**src/rtl/symbol_table_hash_lookup_insert_assert.svh**
```systemverilog
// ============================================================================
// Symbol table assertion macros
// Shared property shapes for the symbol table checks.
// ============================================================================
`ifndef SYMBOL_TABLE_HASH_LOOKUP_INSERT_ASSERT_SVH
`define SYMBOL_TABLE_HASH_LOOKUP_INSERT_ASSERT_SVH

// Same-cycle implication, disabled in reset.
`define STHL_ASSERT_IMPL(label, ante, cons) \
    label: assert property (@(posedge i_clk) disable iff (!i_rst_n) (ante) |-> (cons)) \
        else $error("symbol table check failed");

// Next-cycle implication, disabled in reset.
`define STHL_ASSERT_NEXT(label, ante, cons) \
    label: assert property (@(posedge i_clk) disable iff (!i_rst_n) (ante) |=> (cons)) \
        else $error("symbol table check failed");

`endif

```
**src/rtl/sthl_pkg.sv**
```systemverilog
// ============================================================================
// Symbol table package
// Request/response payloads, codes and control groups.
// ============================================================================
package sthl_pkg;

    localparam logic OP_LOOKUP = 1'b0;
    localparam logic OP_INSERT = 1'b1;

    localparam logic [1:0] ST_FOUND     = 2'd0;
    localparam logic [1:0] ST_INSERTED  = 2'd1;
    localparam logic [1:0] ST_NOT_FOUND = 2'd2;
    localparam logic [1:0] ST_FULL      = 2'd3;

    typedef struct packed {
        logic       op;
        logic [7:0] name_byte;
        logic       last;
    } t_in_req;

    typedef struct packed {
        logic [1:0] status;
        logic [7:0] entry_index;
    } t_out_rsp;

    typedef struct packed {
        logic push;
        logic clear;
    } t_name_ctl;

    typedef struct packed {
        logic bkt_rd;
        logic bkt_wr;
        logic meta_rd;
        logic next_wr;
        logic len_wr;
        logic byte_wr;
        logic byte_rd;
    } t_store_ctl;

endpackage

```
**src/rtl/sthl_name.sv**
```systemverilog
// ============================================================================
// Symbol table name buffer
// Holds the incoming name, its length and the running bucket number.
// ============================================================================
module sthl_name #(
    parameter int MAX_NAME = 32,
    parameter int BUCKETS  = 256,
    localparam int NW = (MAX_NAME > 1) ? $clog2(MAX_NAME) : 1,
    localparam int LW = $clog2(MAX_NAME + 1),
    localparam int BW = (BUCKETS > 1) ? $clog2(BUCKETS) : 1
) (
    input  logic                 i_clk,
    input  logic                 i_rst_n,
    input  sthl_pkg::t_name_ctl  i_ctl,
    input  logic [7:0]           i_byte,
    input  logic [NW-1:0]        i_rd_addr,
    output logic [7:0]           o_rd_byte,
    output logic [LW-1:0]        o_len,
    output logic [BW-1:0]        o_bucket
);
    localparam int XW = BW + 9;

    logic [7:0]    r_mem [2**NW];
    logic [7:0]    r_rd_byte;
    logic [LW-1:0] r_len;
    logic [BW-1:0] r_bkt;
    logic [BW-1:0] n_bkt;
    logic          keep;
    logic [XW-1:0] acc;

    assign keep = i_ctl.push && (r_len < LW'(MAX_NAME));

    // (bucket + byte) mod BUCKETS by restoring compare-subtract; quotient < 256
    always_comb begin
        acc = XW'(r_bkt) + XW'(i_byte);
        for (int j = 7; j >= 0; j--) begin
            if (acc >= (XW'(BUCKETS) << j)) begin
                acc = acc - (XW'(BUCKETS) << j);
            end
        end
        n_bkt = BW'(acc);
    end

    always_ff @(posedge i_clk) begin
        if (!i_rst_n) begin
            r_len <= '0;
            r_bkt <= '0;
        end else if (i_ctl.clear) begin
            r_len <= '0;
            r_bkt <= '0;
        end else if (keep) begin
            r_len <= r_len + LW'(1);
            r_bkt <= n_bkt;
        end
    end

    always_ff @(posedge i_clk) begin
        if (keep) begin
            r_mem[r_len[NW-1:0]] <= i_byte;
        end
        r_rd_byte <= r_mem[i_rd_addr];
    end

    assign o_rd_byte = r_rd_byte;
    assign o_len     = r_len;
    assign o_bucket  = r_bkt;
endmodule

```
**config.mk**
```make
export PLATFORM = sky130hd
export DESIGN_NAME = sthl_name
export DESIGN_NICKNAME = d
export VERILOG_FILES = /design/src/rtl/symbol_table_hash_lookup_insert_assert.svh /design/src/rtl/sthl_pkg.sv /design/src/rtl/sthl_name.sv
export SDC_FILE = /design/constraint.sdc
export NUM_CORES = 1
export LEC_CHECK = 0
export BUFFER_PORTS_ARGS = -buffer_cell sky130_fd_sc_hd__buf_4
export CAP_MARGIN = 0
export CORE_MARGIN = 2
export CORE_UTILIZATION = 40
export CTS_CLUSTER_SIZE = 28
export DETAILED_ROUTE_END_ITERATION = 16
export SLEW_MARGIN = 30
export SYNTH_ARGS = -nofsm -noshare
export SYNTH_HDL_FRONTEND = slang
export SYNTH_SLANG_ARGS = --single-unit
export TNS_END_PERCENT = 1
```
**constraint.sdc**
```tcl
create_clock -name i_clk -period 1.95 [get_ports i_clk]
set_clock_uncertainty 0.05 [all_clocks]
set_input_delay 0.195 -clock i_clk [delete_from_list [all_inputs] [get_ports i_clk]]
set_output_delay 0.195 -clock i_clk [all_outputs]
set_load 0.1 [all_outputs]
```
==> impl_metrics.ini <==
[floorplanning]
die-area_sq_um = 28700
coreArea_sq_um = 27000
start_util_pct = 40.6
row_count = 60
fp.dieW_microns = 169
die_h_microns = 169
pin_count = 39

[critical_path]
ff2ff_setup_slack_ps = 40
critical_path_depth = 8
r2r_cells = 8
start_kind = register
cp_cell_sequence = ha_4, inv_1, fa_2, nor2b_2, o21a_1, o21bai_1, a2111o_1, nand3_1
required_ps = 2380
r2r_start = o_bucket[0]
crit_family = compound AO/OA/AOI/OAI gates
arrival_ps = 2330
end_kind = register
max_stage_delay_ps = 370
path_buf_inv = 1
worstPathMaxFanout = 3
setup.worst_path.class = register to register
cpMaxStageDelayCell = dfxtp_4
r2r_end = o_bucket[6]

[logic_synthesis]
postSynthCellCount = 527
synthSimpleGateAreaFrac_pct = 3.78
synth_mux_area_share_pct = 17.3
synthAdderAreaFrac_pct = 1.44
ys_ff_latch = 278
syn_nets = 556
yosysWarnings = 0
ys_seq_area_share_pct = 74.2
syn_area_sq_um = 11000
yosysTopAreaCell = edfxtp_1
netlist_top_cells_area = edfxtp_1, mux4_2, dfxtp_1
synth_top_family_by_area = multiplexers
synthXorXnorAreaFrac_pct = 0.320
synthArstFlopShare_pct = 0
synth_compound_gate_area_share_pct = 1.51
synth_edf_count = 256
ys.flop_type = edfxtp_1
synth.distinct_cells = 43
synth_top_cell_area_share_pct = 70.2
avgSynthCellArea_sq_um = 20.8

[finish]
final_common_cell = edfxtp_1
fill_cells = 2171
drive_above_1_share_pct = 41.4
num-nets-final = 650
antenna_cells = 0
syn_to_final_growth_pct = 19.6
final_cell_mix = edfxtp_1, mux4_2, buf_4
post-route-util_pct = 48.6

[timing]
setup_tns_ps = 0
worstMarginPinSlew_ps = 562
final.period_utilization_pct = 97.7
slew_headroom_pct = 62.5
fin_ws_ps = 44.0
rsz0062_at_grt = yes
hold_violations = 0
max_freq_mhz = 525
drv_slew = 0
period_needed_ps = 1910
report.final.setup_viol = 0

[power]
powerDensity_nw_per_um2 = 964
leakagePower_nw = 4.26
peakVddDrop_mv = 0.569

[hold_path]
min_path_cells = 3
min_to = o_len[5]
hold_class = input port to register
hp-start = i_rst_n

[clock_network]
clock_latency_ps = 530
post_cts_buffers = 0
cts_buffers = 28
cts.clk_slew.worst_paths_ps = 60
cts_sinks = 278
clockBufferDepth = 3
htree_levels = 1
cts_tree = done
root_buffer = clkbuf_16

[global_routing]
overflow = 0
grt_usage_pct = 17.9
grt_pass1_vias = 5648
grt_pass1_wl_microns = 37200
grt_max_degree = 33
antenna_found_initial = 0

[placed_design]
post-dp-hpwl_microns = 16500
gp_congestion = 0.826
place_ws_ps = -262
port_buffers = 38

[drt]
drt_iter0_markers = 540
routed_via_density = 5.56
wirelength_microns = 25000
wl_per_cell_microns = 25.4
first_pass_iters = 6
drtAntennaViolNets = 0
drc_errors = 0
vias = 5464

[run]
max-cap-violations = 0

[status]
outcome = completed
cells in the mapped netlist (4+ instances only):
cell type  count
buf_1          7
buf_4          6
nand4_1        4
nand3_1        7
dfxtp_1       22
mux4_2        80
inv_1          8
ha_1          11
a21oi_1        6
mux2_2         8
nand2_1       15
edfxtp_1     256
nor2_1        39
clkbuf_1      11
timing repair:
action | CTS | global route
hold buffers | 5 | 0
resized for setup | 0 | 4
endpoints found under the hold margin | 19 | 0
endpoints found under the setup margin | 0 | 18
per-stage QoR:
step / cell area, sq um / power, mW / std cells / hold WS (ps)
finish: 13100 / 12.6 / 983 / 54.2
global route: 13100 / 13.0 / 983 / 50.3
CTS: 13100 / 12.8 / 983 / 29.7
detailed placement: 12100 / 7.65 / 927 / 411
global placement: 12100 / 7.63 / 927 / 412
floorplan: 11100 / 7.29 / 527 / 244
power breakdown:
group	leakage [nW]	switching [mW]	internal (mW)	total (mW)
clock network	0.434	2.11	2.99	5.10
logic	1.33	0.600	0.348	0.949
registers	2.50	0.0311	6.54	6.57
layout make-up:
cell class	instances	area, sq um	area share [%]
flip-flops and latches	278	8170	62.3
well taps	341	427	3.26
clock buffers	40	807	6.16
clock inverters	11	77.6	0.592
multi-input cells	215	2830	21.6
inverters	8	30.0	0.229
repair buffers	90	763	5.83
worst max path at each step:
stage,start,slack (ps),endpoint
after floorplan,o_len[5],-90,r_mem[21][0]
after global placement,i_rd_addr[0],-260,o_rd_byte[7]
after detailed placement,i_rd_addr[0],-260,o_rd_byte[0]
after CTS,o_len[5],20,r_mem[4][6]
after global routing,o_len[5],-60,r_mem[4][4]
final,o_bucket[0],40,o_bucket[6]
registers in the layout, summed over array words and instances (netlist names):
register,count
o_bucket,8
o_len,6
o_rd_byte,8
r_mem,256
metal layers:
layer  vias to the layer above  share of wire [%]  global-route usage, %
li1                       2358                  -                      -
met1                      2906                 44                   25.9
met2                       170                 49                   28.4
met3                        30                5.6                   2.94
met4                         0                2.0                   4.79
met5                         -                  0                      0
worst min-delay path, cell delays in order:
cell     delay [ps]
buf_4           110
nor2b_1         180
o21a_1          110
logic make-up (layout without fill, tap and decap cells):
logic type      count (synthesis)  in the layout
xor+xnor                        4              4
compound gates                 24             24
simple gates                   87             87
mux                            88             88
buf+inv                        34            149
flops                         278            278
fa+ha+maj                      12             12
No activity file was read; power rests on OpenSTA's default activity.
